`config.mk`:
```
export PLATFORM = sky130hd
export DESIGN_NAME = keyed_record_table
export DESIGN_NICKNAME = d
export VERILOG_FILES = /design/src/rtl/core/krt_pkg.sv /design/src/rtl/core/krt_mem.sv /design/src/rtl/core/krt_seq.sv /design/src/rtl/core/keyed_record_table.sv
export SDC_FILE = /design/constraint.sdc
export NUM_CORES = 1
export LEC_CHECK = 0
export ABC_AREA = 1
export BUFFER_PORTS_ARGS = -buffer_cell sky130_fd_sc_hd__buf_2
export CAP_MARGIN = 20
export CORE_MARGIN = 10
export CORE_UTILIZATION = 30
export CTS_CLUSTER_SIZE = 20
export DETAILED_ROUTE_END_ITERATION = 8
export PLACE_DENSITY = 0.5
export SKIP_CTS_REPAIR_TIMING = 1
export SYNTH_ARGS = -nofsm -noshare
export SYNTH_HDL_FRONTEND = slang
export SYNTH_SLANG_ARGS = --single-unit
```
`constraint.sdc`:
```
create_clock -name clk_i -period 9.9 [get_ports clk_i]
set_clock_uncertainty 0.2 [all_clocks]
set_input_delay 1.485 -clock clk_i [delete_from_list [all_inputs] [get_ports clk_i]]
set_output_delay 1.485 -clock clk_i [all_outputs]
set_load 0.1 [all_outputs]
```
`src/rtl/core/krt_pkg.sv`:
```
package krt_pkg;

  // Fixed widths of the transfer fields on the top-level ports.
  localparam int unsigned KindW    = 2;
  localparam int unsigned IdPortW  = 16;
  localparam int unsigned PayPortW = 64;
  localparam int unsigned StatusW  = 2;
  localparam int unsigned CountW   = 5;

  typedef enum logic [KindW-1:0] {
    KIND_ADD    = 2'd0,
    KIND_REMOVE = 2'd1,
    KIND_FIND   = 2'd2
  } kind_e;

  typedef enum logic [StatusW-1:0] {
    ST_DONE      = 2'd0,
    ST_FOUND     = 2'd1,
    ST_NOT_FOUND = 2'd2,
    ST_REJECTED  = 2'd3
  } status_e;

endpackage

```
`src/rtl/core/krt_mem.sv`:
```
module krt_mem #(
  parameter int unsigned Depth = 16,
  parameter int unsigned IdW   = 16,
  parameter int unsigned PayW  = 64
) (
  input  logic                     clk_i,
  input  logic                     we_i,
  input  logic [$clog2(Depth)-1:0] waddr_i,
  input  logic [IdW-1:0]           wid_i,
  input  logic [PayW-1:0]          wpay_i,
  input  logic [$clog2(Depth)-1:0] raddr_i,
  output logic [IdW-1:0]           rid_o,
  output logic [PayW-1:0]          rpay_o
);

  logic [IdW-1:0]  id_mem  [Depth];
  logic [PayW-1:0] pay_mem [Depth];

  always_ff @(posedge clk_i) begin
    if (we_i) begin
      id_mem[waddr_i]  <= wid_i;
      pay_mem[waddr_i] <= wpay_i;
    end
  end

  // registered read port
  always_ff @(posedge clk_i) begin
    rid_o  <= id_mem[raddr_i];
    rpay_o <= pay_mem[raddr_i];
  end

endmodule

```
`src/rtl/core/krt_seq.sv`:
```
module krt_seq #(
  parameter int unsigned Capacity = 16,
  parameter int unsigned IdW      = 16,
  parameter int unsigned PayW     = 64
) (
  input  logic                             clk_i,
  input  logic                             rst_ni,
  // request side
  input  logic                             req_valid_i,
  output logic                             busy_o,
  input  krt_pkg::kind_e                   kind_i,
  input  logic [IdW-1:0]                   key_i,
  input  logic [PayW-1:0]                  pay_i,
  // result side
  output logic                             res_valid_o,
  input  logic                             res_ready_i,
  output krt_pkg::status_e                 status_o,
  output logic [$clog2(Capacity+1)-1:0]    count_o,
  output logic [IdW-1:0]                   fid_o,
  output logic [PayW-1:0]                  fpay_o,
  // record memory
  output logic                             mem_we_o,
  output logic [$clog2(Capacity)-1:0]      mem_waddr_o,
  output logic [IdW-1:0]                   mem_wid_o,
  output logic [PayW-1:0]                  mem_wpay_o,
  output logic [$clog2(Capacity)-1:0]      mem_raddr_o,
  input  logic [IdW-1:0]                   mem_rid_i,
  input  logic [PayW-1:0]                  mem_rpay_i
);

  localparam int unsigned AddrW = $clog2(Capacity);
  localparam int unsigned CntW  = $clog2(Capacity + 1);

  typedef enum logic [1:0] {
    S_IDLE,
    S_SCAN,
    S_REPLY
  } state_e;

  state_e           state_q, state_d;
  krt_pkg::kind_e   op_q, op_d;
  logic [IdW-1:0]   key_q, key_d;
  logic [CntW-1:0]  count_q, count_d;
  logic [CntW-1:0]  rd_q, rd_d;     // next slot to read
  logic [CntW-1:0]  wr_q, wr_d;     // next compacted slot
  logic             vld_q, vld_d;   // read data holds slot rd_q-1
  krt_pkg::status_e status_q, status_d;
  logic [IdW-1:0]   fid_q, fid_d;
  logic [PayW-1:0]  fpay_q, fpay_d;
  logic             match;

  assign match = (mem_rid_i == key_q);

  always_comb begin
    state_d     = state_q;
    op_d        = op_q;
    key_d       = key_q;
    count_d     = count_q;
    rd_d        = rd_q;
    wr_d        = wr_q;
    vld_d       = 1'b0;
    status_d    = status_q;
    fid_d       = fid_q;
    fpay_d      = fpay_q;
    mem_we_o    = 1'b0;
    mem_waddr_o = wr_q[AddrW-1:0];
    mem_wid_o   = mem_rid_i;
    mem_wpay_o  = mem_rpay_i;

    unique case (state_q)
      S_IDLE: begin
        if (req_valid_i) begin
          op_d    = kind_i;
          key_d   = key_i;
          fid_d   = '0;
          fpay_d  = '0;
          rd_d    = '0;
          wr_d    = '0;
          state_d = S_REPLY;
          unique case (kind_i)
            krt_pkg::KIND_ADD: begin
              if (count_q < CntW'(Capacity)) begin
                mem_we_o    = 1'b1;
                mem_waddr_o = count_q[AddrW-1:0];
                mem_wid_o   = key_i;
                mem_wpay_o  = pay_i;
                count_d     = count_q + CntW'(1);
                status_d    = krt_pkg::ST_DONE;
              end else begin
                status_d = krt_pkg::ST_REJECTED;
              end
            end
            krt_pkg::KIND_REMOVE: begin
              if (count_q == '0) begin
                status_d = krt_pkg::ST_REJECTED;
              end else begin
                state_d = S_SCAN;
              end
            end
            krt_pkg::KIND_FIND: begin
              if (count_q == '0) begin
                status_d = krt_pkg::ST_NOT_FOUND;
              end else begin
                state_d = S_SCAN;
              end
            end
            default: begin
              status_d = krt_pkg::ST_REJECTED;
            end
          endcase
        end
      end

      S_SCAN: begin
        if (rd_q != count_q) begin
          rd_d  = rd_q + CntW'(1);
          vld_d = 1'b1;
        end
        if (vld_q) begin
          if (op_q == krt_pkg::KIND_FIND) begin
            if (match) begin
              status_d = krt_pkg::ST_FOUND;
              fid_d    = mem_rid_i;
              fpay_d   = mem_rpay_i;
              state_d  = S_REPLY;
            end
          end else if (!match) begin
            // survivor moves down to the compacted slot
            mem_we_o = 1'b1;
            wr_d     = wr_q + CntW'(1);
          end
        end else if (rd_q == count_q) begin
          if (op_q == krt_pkg::KIND_FIND) begin
            status_d = krt_pkg::ST_NOT_FOUND;
          end else begin
            status_d = krt_pkg::ST_DONE;
            count_d  = wr_q;
          end
          state_d = S_REPLY;
        end
      end

      S_REPLY: begin
        if (res_ready_i) begin
          state_d = S_IDLE;
        end
      end

      default: begin
        state_d = S_IDLE;
      end
    endcase
  end

  always_ff @(posedge clk_i or negedge rst_ni) begin
    if (!rst_ni) begin
      state_q  <= S_IDLE;
      count_q  <= '0;
      vld_q    <= 1'b0;
      rd_q     <= '0;
      wr_q     <= '0;
      op_q     <= krt_pkg::KIND_ADD;
      status_q <= krt_pkg::ST_DONE;
    end else begin
      state_q  <= state_d;
      count_q  <= count_d;
      vld_q    <= vld_d;
      rd_q     <= rd_d;
      wr_q     <= wr_d;
      op_q     <= op_d;
      status_q <= status_d;
    end
  end

  always_ff @(posedge clk_i) begin
    key_q  <= key_d;
    fid_q  <= fid_d;
    fpay_q <= fpay_d;
  end

  assign busy_o      = (state_q != S_IDLE);
  assign res_valid_o = (state_q == S_REPLY);
  assign status_o    = status_q;
  assign count_o     = count_q;
  assign fid_o       = fid_q;
  assign fpay_o      = fpay_q;
  assign mem_raddr_o = rd_q[AddrW-1:0];

`ifndef SYNTH
  a_count_range: assert property (@(posedge clk_i) disable iff (!rst_ni)
    count_q <= CntW'(Capacity))
    else $error("record count above capacity");

  a_compact_behind_read: assert property (@(posedge clk_i) disable iff (!rst_ni)
    (state_q == S_SCAN) |-> (wr_q <= rd_q && rd_q <= count_q))
    else $error("scan pointers out of order");

  a_scan_enters_clean: assert property (@(posedge clk_i) disable iff (!rst_ni)
    (state_q == S_IDLE && state_d == S_SCAN) |=> (!vld_q && rd_q == '0 && wr_q == '0))
    else $error("scan started with stale pointers");

  a_reply_holds: assert property (@(posedge clk_i) disable iff (!rst_ni)
    (res_valid_o && !res_ready_i) |=> (res_valid_o && $stable(status_q)
                                       && $stable(count_q)))
    else $error("pending result changed");

  a_count_only_on_op: assert property (@(posedge clk_i) disable iff (!rst_ni)
    (state_q == S_REPLY) |=> $stable(count_q))
    else $error("count changed without an operation");
`endif

endmodule

```
`src/rtl/core/keyed_record_table.sv`:
```
// Keyed record table. Holds up to CAPACITY records (an id of ID_BITS bits and
// a payload of PAYLOAD_BITS bits), packed in insertion order. kind_i selects
// add (append, rejected when full), remove (drop every record with the id and
// close the gaps in order; rejected when empty, done with no change when the
// id is absent) or find (first record with the id, else not found); the
// unused kind is rejected. Every input transfer yields exactly one output
// transfer carrying status, the record count after the operation and, for a
// hit, the found record (zeros otherwise). Ids wider than the port are used
// at port width. One operation is in flight at a time: in_stall_o is high
// from the accepting edge until its result has moved into the output
// register. Add goes from accept to the reply state, then into the output
// register. Remove and find walk the stored records through one compare
// unit behind the single read port of the record memory, one record per
// cycle; a find that hits ends the walk early. A finished result waits in
// the output register, so the next transfer is taken while it is still
// stalled. The record memory needs no clearing after reset: only data read
// from slots below the count is ever used.
module keyed_record_table #(
  parameter int unsigned CAPACITY     = 16,
  parameter int unsigned PAYLOAD_BITS = 64,
  parameter int unsigned ID_BITS      = 16
) (
  input  logic                                clk_i,
  input  logic                                rst_ni,
  // input channel
  input  logic                                in_valid_i,
  output logic                                in_stall_o,
  input  logic [krt_pkg::KindW-1:0]           kind_i,
  input  logic [krt_pkg::IdPortW-1:0]         entry_id_i,
  input  logic [krt_pkg::PayPortW-1:0]        entry_payload_i,
  // output channel
  output logic                                out_valid_o,
  input  logic                                out_stall_i,
  output logic [krt_pkg::StatusW-1:0]         status_o,
  output logic [krt_pkg::CountW-1:0]          count_now_o,
  output logic [krt_pkg::IdPortW-1:0]         found_id_o,
  output logic [krt_pkg::PayPortW-1:0]        found_payload_o
);

  // Ids are used at the narrower of the stored and port widths.
  localparam int unsigned IdW   = (ID_BITS < krt_pkg::IdPortW) ? ID_BITS : krt_pkg::IdPortW;
  localparam int unsigned AddrW = $clog2(CAPACITY);
  localparam int unsigned CntW  = $clog2(CAPACITY + 1);

  logic                     busy;
  logic                     req_valid;
  logic                     res_valid;
  logic                     res_ready;
  krt_pkg::status_e         res_status;
  logic [CntW-1:0]          res_count;
  logic [IdW-1:0]           res_fid;
  logic [PAYLOAD_BITS-1:0]  res_fpay;

  logic                     mem_we;
  logic [AddrW-1:0]         mem_waddr;
  logic [IdW-1:0]           mem_wid;
  logic [PAYLOAD_BITS-1:0]  mem_wpay;
  logic [AddrW-1:0]         mem_raddr;
  logic [IdW-1:0]           mem_rid;
  logic [PAYLOAD_BITS-1:0]  mem_rpay;

  // output register
  logic                     out_valid_q, out_valid_d;
  krt_pkg::status_e         status_q;
  logic [CntW-1:0]          count_q;
  logic [IdW-1:0]           fid_q;
  logic [PAYLOAD_BITS-1:0]  fpay_q;

  assign in_stall_o = busy;
  assign req_valid  = in_valid_i & ~busy;

  // The result moves out of the sequencer once the output register is free
  // or is being emptied in this cycle.
  assign res_ready  = ~out_valid_q | ~out_stall_i;

  krt_seq #(
    .Capacity (CAPACITY),
    .IdW      (IdW),
    .PayW     (PAYLOAD_BITS)
  ) u_seq (
    .clk_i       (clk_i),
    .rst_ni      (rst_ni),
    .req_valid_i (req_valid),
    .busy_o      (busy),
    .kind_i      (krt_pkg::kind_e'(kind_i)),
    .key_i       (entry_id_i[IdW-1:0]),
    .pay_i       (entry_payload_i[PAYLOAD_BITS-1:0]),
    .res_valid_o (res_valid),
    .res_ready_i (res_ready),
    .status_o    (res_status),
    .count_o     (res_count),
    .fid_o       (res_fid),
    .fpay_o      (res_fpay),
    .mem_we_o    (mem_we),
    .mem_waddr_o (mem_waddr),
    .mem_wid_o   (mem_wid),
    .mem_wpay_o  (mem_wpay),
    .mem_raddr_o (mem_raddr),
    .mem_rid_i   (mem_rid),
    .mem_rpay_i  (mem_rpay)
  );

  krt_mem #(
    .Depth (CAPACITY),
    .IdW   (IdW),
    .PayW  (PAYLOAD_BITS)
  ) u_mem (
    .clk_i   (clk_i),
    .we_i    (mem_we),
    .waddr_i (mem_waddr),
    .wid_i   (mem_wid),
    .wpay_i  (mem_wpay),
    .raddr_i (mem_raddr),
    .rid_o   (mem_rid),
    .rpay_o  (mem_rpay)
  );

  always_comb begin
    out_valid_d = out_valid_q;
    if (res_valid && res_ready) begin
      out_valid_d = 1'b1;
    end else if (!out_stall_i) begin
      out_valid_d = 1'b0;
    end
  end

  always_ff @(posedge clk_i or negedge rst_ni) begin
    if (!rst_ni) begin
      out_valid_q <= 1'b0;
    end else begin
      out_valid_q <= out_valid_d;
    end
  end

  always_ff @(posedge clk_i) begin
    if (res_valid && res_ready) begin
      status_q <= res_status;
      count_q  <= res_count;
      fid_q    <= res_fid;
      fpay_q   <= res_fpay;
    end
  end

  assign out_valid_o     = out_valid_q;
  assign status_o        = status_q;
  assign count_now_o     = krt_pkg::CountW'(count_q);
  assign found_id_o      = krt_pkg::IdPortW'(fid_q);
  assign found_payload_o = krt_pkg::PayPortW'(fpay_q);

endmodule

```
### Word-level counts from Yosys, hierarchy flattened

Memories as Yosys holds them, arrays and structs flattened. A register that Yosys moved wholly into a read port is not among the register bits.
Cells that the tools add are included.

| cells by class | value |
|---|---|
| add/sub/neg operators | 3 |
| multipliers | 0 |
| div/mod/pow operators | 0 |
| magnitude comparators | 1 |
| equality and inequality tests | 26 |
| shift-type cells | 0 |
| mux-type cells | 69 |
| bitwise gates (word level) | 5 |
| reductions and logical operators | 14 |

Operators with widths:

| cell | count |
|---|---|
| $mux W64 | 8 |
| $mux W16 | 8 |
| $pmux W64 S2 | 1 |
| $mux W5 | 11 |
| $mux W2 | 17 |
| $pmux W16 S2 | 1 |
| $pmux W5 S2 | 3 |
| $eq A16 B16 Y1 | 1 |
| $mux W4 | 4 |
| $ne A2 B1 Y1 const B | 8 |
| $add A5 B1 Y5 const B | 3 |
| $reduce_and A5 Y1 | 3 |
| $reduce_and A7 Y1 | 2 |
| $mux W1 | 12 |
| $pmux W2 S3 | 2 |
| $ne A2 B2 Y1 const B | 5 |
| $eq A2 B2 Y1 const B | 3 |
| $ne A3 B2 Y1 const B | 2 |
| $ne A3 B3 Y1 const B | 2 |
| $eq A5 B5 Y1 | 1 |
| $logic_not A5 Y1 | 1 |
| $lt A5 B5 Y1 const B | 1 |
| $ne A5 B5 Y1 | 1 |
| $eq A2 B1 Y1 const B | 2 |
| 12 further kinds | 16 |

| storage, ports and cells | value |
|---|---|
| bits in registers | 206 |
| bits in latches | 0 |
| RAM bits | 1280 |
| memory bits (read-only) | 0 |
| input bits | 86 |
| output and inout bits | 89 |
| word-level logic and storage cells | 135 |
| memories | 2 |

Memories:

| memory | depth | width | read ports | clocked after Yosys merged registers in | write ports | RTL line | RTL |
|---|---|---|---|---|---|---|---|
| u_mem.pay_mem | 16 | 64 | 1 | 1 | 1 | krt_mem.sv:17 | `logic [PayW-1:0] pay_mem [Depth];` |
| u_mem.id_mem | 16 | 16 | 1 | 1 | 1 | krt_mem.sv:16 | `logic [IdW-1:0] id_mem [Depth];` |

### Logic depth before layout (Yosys ltp)

| logic depth | value |
|---|---|
| word-level depth | 7 |
| gate-level depth with buffers | 13 |
| mapped depth without buffers | 11 |

### Hierarchy

A second synthesis with hierarchy kept.

| unflattened totals | value |
|---|---|
| cell total of the unflattened synthesis | 6083 |
| area, all modules | 65012.4 µm² |

By module, submodules not included:

| module | instances | cells each | area an instance (µm²) | seq. area each (µm²) |
|---|---|---|---|---|
| krt_mem | 1 | 5257 | 56210.2 | 40038.4 |
| krt_seq | 1 | 732 | 6140.9 | 3433.3 |
| keyed_record_table | 1 | 94 | 2661.3 | 2637.5 |

### Worst setup path before layout

No wires, ideal clock.

| timing path | value |
|---|---|
| path type | in2reg |
| from | input in_valid_i |
| to | register u_seq.fid_q[0] (netlist: u_seq.fid_o[0]) (enable) |
| library setup time | 0.545 ns |
| data arrival time | 5.845 ns |
| data required time | 9.155 ns |
| setup slack | 3.310 ns |
| stages on the path | 4 |
| path buffers | 0 |
| cell sequence | inv_1 nor2_8 nor2_1 a21oi_1 |

| between the ends | value |
|---|---|
| longest elaborated chain between the ends | 3 |

Ends and longest elaborated chain:

| item | RTL line | RTL |
|---|---|---|
| from (decl) | keyed_record_table.sv:26 | `input logic in_valid_i,` |
| $and A1 B1 Y1 | keyed_record_table.sv:70 | `assign req_valid = in_valid_i & ~busy;` |
| $ne A2 B2 Y1 (no line) | - |  |
| $reduce_and A5 Y1 (no line) | - |  |
| to (signal assigned) | krt_seq.sv:177 | `fid_q <= fid_d;` |
| to (decl) | krt_seq.sv:48 | `logic [IdW-1:0] fid_q, fid_d;` |

Every way passes these cells.
A chain may end at the register's enable or synchronous reset.

### Final worst setup path

| timing path | value |
|---|---|
| from | input in_valid_i |
| to | memory u_mem.pay_mem[0][16] (enable) |

| between the ends | value |
|---|---|
| longest elaborated chain between the ends | 5 |
| elaborated cells between the ends (all ways) | 7 |
| classes of those cells | 6 x mux; 1 x bitwise |

Ends and longest elaborated chain:

| item | RTL line | RTL |
|---|---|---|
| $and A1 B1 Y1 (*) | keyed_record_table.sv:70 |  |
| $mux W1 | krt_seq.sv:72 | `if (req_valid_i) begin` |
| $pmux W1 S2 | krt_seq.sv:70 | `unique case (state_q)` |
| $mux W1 | krt_mem.sv:20 | `if (we_i) begin` |
| $mux W1 (implied by the code) | krt_mem.sv:22 | `pay_mem[waddr_i] <= wpay_i;` |
| to (decl) | krt_mem.sv:17 |  |

Mark *: on every way between the ends. The rest lies on a longest branch, timed or not.

==> metrics.txt <==
mux cell area share after synthesis 0; Mapped Area 59,500 um2; Die Y-Extent 465 um; synthesized net count 4,489; post-synthesis cell count 4,396; final setup vio count 0; setup TNS 0 ns; Hold Crit Depth 0; worst r2r dst u_mem.pay_mem[0][16]$_DFFE_PP_; Initial Utilization 0.302; Synth Area in XOR/XNOR 0.000589; Main synth FF type edfxtp_1; area leader, netlist edfxtp_1; grt met2 use 0.229; final worst slack 4.97 ns; clk_lat worst skew 0.80 ns; Via density 4.93; count leader, synth edfxtp_1; unrepaired setup endpoints after global routing false; Core Region a little under 200,000 um2; Nets approximately 4,700; Clock power frac 0.306; final hold slack between 0.2 and 0.25 ns; Yosys reg bits between 1,500 and 2,000; total power 19.5 mW; DRC viols 0; status finished, final reports clean; Compound-Gate Fraction of Synth Area 0.107; GRT Max-Usage Layer met2; Pint 13.1 mW; syn_area_per_cell roughly 14 um2; Commonest cells post-synth edfxtp_1, nor2_1, o21ai_0, nand2_1, o22ai_1; Crit Path Max Fanout 67; first-pass GRT wire length 241,000 um; final core occ 0.349; CTS sink cnt 1,566; I/O Pins 175; worst hold endpoint found_payload_o[10]$_DFFE_PP_; via count roughly 36,000; DP HPWL between 80,000 and 90,000 um; Comb pwr share 0.236; H-tree depth 4; Hold Vio Cnt, Final 0; reg-to-reg setup timing slack 5.12 ns; Req. time, crit path 10.11 ns; grt met3 use 0.0268; Die W 465 um; M1 GR Usage 0.208; largest family of logic cells by synthesized area compound AO/OA/AOI/OAI gates; PortBufs 174; Max-Cap Viols 0; pins over their slew limit 0; CTS tree yes; Avg WL per Cell between 20 and 25 um; Post-synth EDFFs 1,463; 1st-iter DRT viols 3,168; simple-gate area share of the yosys netlist 0.0860; clk slew on worst S/H paths 0.06 ns; post-synthesis adder-cell area fraction 0.00147; post-synth top area share 0.738; vias in the first global route 34,800; clock tree buffer depth 3; Worst Hold Launch u_seq.fpay_o[10]$_SDFFCE_PN0P_; Seq/Total Area, Yosys 0.775; WP data arrival 5.14 ns; worst min path class flop to flop; CP Class input pin to flop; period utilisation layout 0.498; Root Buffer clkbuf_16; layout filler cell count 19,100; Worst R2R Path Depth 10; DR pass1 iterations 5; synth warn 0; worst r2r src u_seq.state_q[0]$_DFFE_PN0P_; layout cells sized above 1 0.120; PwrDens around 280 nW/um2; CP Launch Type input pin; NetSw roughly 6.4 mW; largest net degree at the start of global routing around 230; final wirelength 164,000 um; dpl ws 4.03 ns; top post-synthesis cells by area edfxtp_1, nor2_1, o21ai_0, dfxtp_1, o22ai_1; slew margin rel. 0.129; Tmin final 4.93 ns; Sequential Power Share 0.458; ys async rst share 0.0147; antenna violations before repair 12; pin slew with the least headroom to its limit 1.31 ns; Pleak around 23 nW; area delta synth->final 15.6%; clock buffer count from CTS around 170; GRT Util Overall 0.146; Max Freq around 200 MHz; Congestion Overflow GR 0; CP endpoint kind flop; switching part of the total 0.330; Unique masters post-synth 32; Rows 163; worst ir drop on vdd 0.200 mV; GP Congestion approximately 0.71; Post-DRT Antenna Nets 0; die area 217,000 um2
==> cell usage in the layout, fill, tap and decap left out, types with 10 or more instances in the layout <==
cell       count
edfxtp_1    1463
nor2_1       831
o21ai_0      611
nand2_1      283
o22ai_1      188
buf_2        174
clkbuf_16    167
nand3_1      150
o221ai_1     132
inv_1        122
buf_4        105
a21oi_1       84
dfxtp_1       80
o21ai_1       52
clkbuf_1      52
o211ai_1      29
clkinv_2      25
clkinv_1      24
dfrtp_1       20
nor2_4        17
clkbuf_8      14
buf_12        10
==> final cells by class <==
cell class / count / area (um2) / share of cell area
clock buffer: 233 / 4570 / 0.0664
timing repair buffer: 289 / 1860 / 0.0270
clock inverter: 73 / 653 / 0.00949
inverter: 135 / 541 / 0.00786
tap: 2640 / 3300 / 0.0480
antenna: 4 / 10.0 / 0.000145
multi-input combinational: 2410 / 11800 / 0.171
sequential: 1566 / 46100 / 0.670
==> metrics by stage <==
step                std cells  instance area (um2)
floorplan                4396                59500
global placement         6985                63100
detailed placement       6990                63200
CTS                      7296                68400
global route             7349                68800
finish                   7350                68800
==> registers in the layout, summed over array words and instances, names as in the netlist <==
signal           flops
u_seq.fpay_o        64
u_mem.rid_o         16
u_seq.count_o        5
u_seq.op_q           2
u_mem.rpay_o        64
u_mem.pay_mem     1024
status_o             2
u_seq.key_q         16
u_seq.vld_q          1
u_seq.fid_o         16
found_id_o          16
out_valid_o          1
u_mem.id_mem       256
count_now_o          5
u_seq.rd_q           5
found_payload_o     64
u_seq.status_o       2
u_seq.wr_q           5
u_seq.state_q        2
==> kinds of logic (layout without fill, tap and decap cells) <==
logic type / Yosys count / count (layout)
AOI/OAI and AO/OA: 1103 / 1103
xor gates and xnor gates: 4 / 4
adders and majority gates: 7 / 7
buffers and inverters: 420 / 730
DFF: 1566 / 1566
other: 0 / 4
and+or+nand+nor: 1296 / 1296
==> metal layers <==
metal	vias up	part of all wire
li1	16600	-
met5	-	0.00028
met3	240	0.059
met4	8	0.022
met1	18300	0.46
met2	1064	0.46
==> worst max-delay path by stage <==
stage | startpoint | endpoint | slack (ns) | cells past startpoint
3_5_place_dp | in_valid_i | u_mem.pay_mem[12][48]$_DFFE_PP_ | 4.03 | 10
6_report | in_valid_i | u_mem.pay_mem[0][16]$_DFFE_PP_ | 4.97 | 10
2_1_floorplan | in_valid_i | u_seq.fid_o[0]$_SDFFCE_PN0P_ | 3.31 | 4
5_1_grt | in_valid_i | u_mem.pay_mem[0][43]$_DFFE_PP_ | 4.79 | 10
3_3_place_gp | in_valid_i | u_mem.pay_mem[12][48]$_DFFE_PP_ | 4.10 | 10
4_1_cts | in_valid_i | u_mem.pay_mem[12][48]$_DFFE_PP_ | 4.90 | 10
==> power groups by stage <==
| stage | sequential (mW) | clock (mW) | combinational, mW |
|---|---|---|---|
| floorplan | 9.80 | 0 | 2.39 |
| global placement | 9.11 | 0 | 4.46 |
| detailed placement | 9.11 | 0 | 4.52 |
| CTS | 8.98 | 6.13 | 4.53 |
| global route | 9.00 | 6.41 | 5.09 |
| finish | 8.95 | 5.98 | 4.61 |
==> critical path, stage by stage <==
cell and delay (ns):
buf_2 0.10, inv_1 0.10, nor2_8 0.45, nand2_8 0.45, o21ai_2 0.36, inv_2 0.07
nor2_1 0.11, nand2_1 0.24, nor2_4 0.94, buf_4 0.75
No activity file was read; power rests on OpenSTA's default activity.
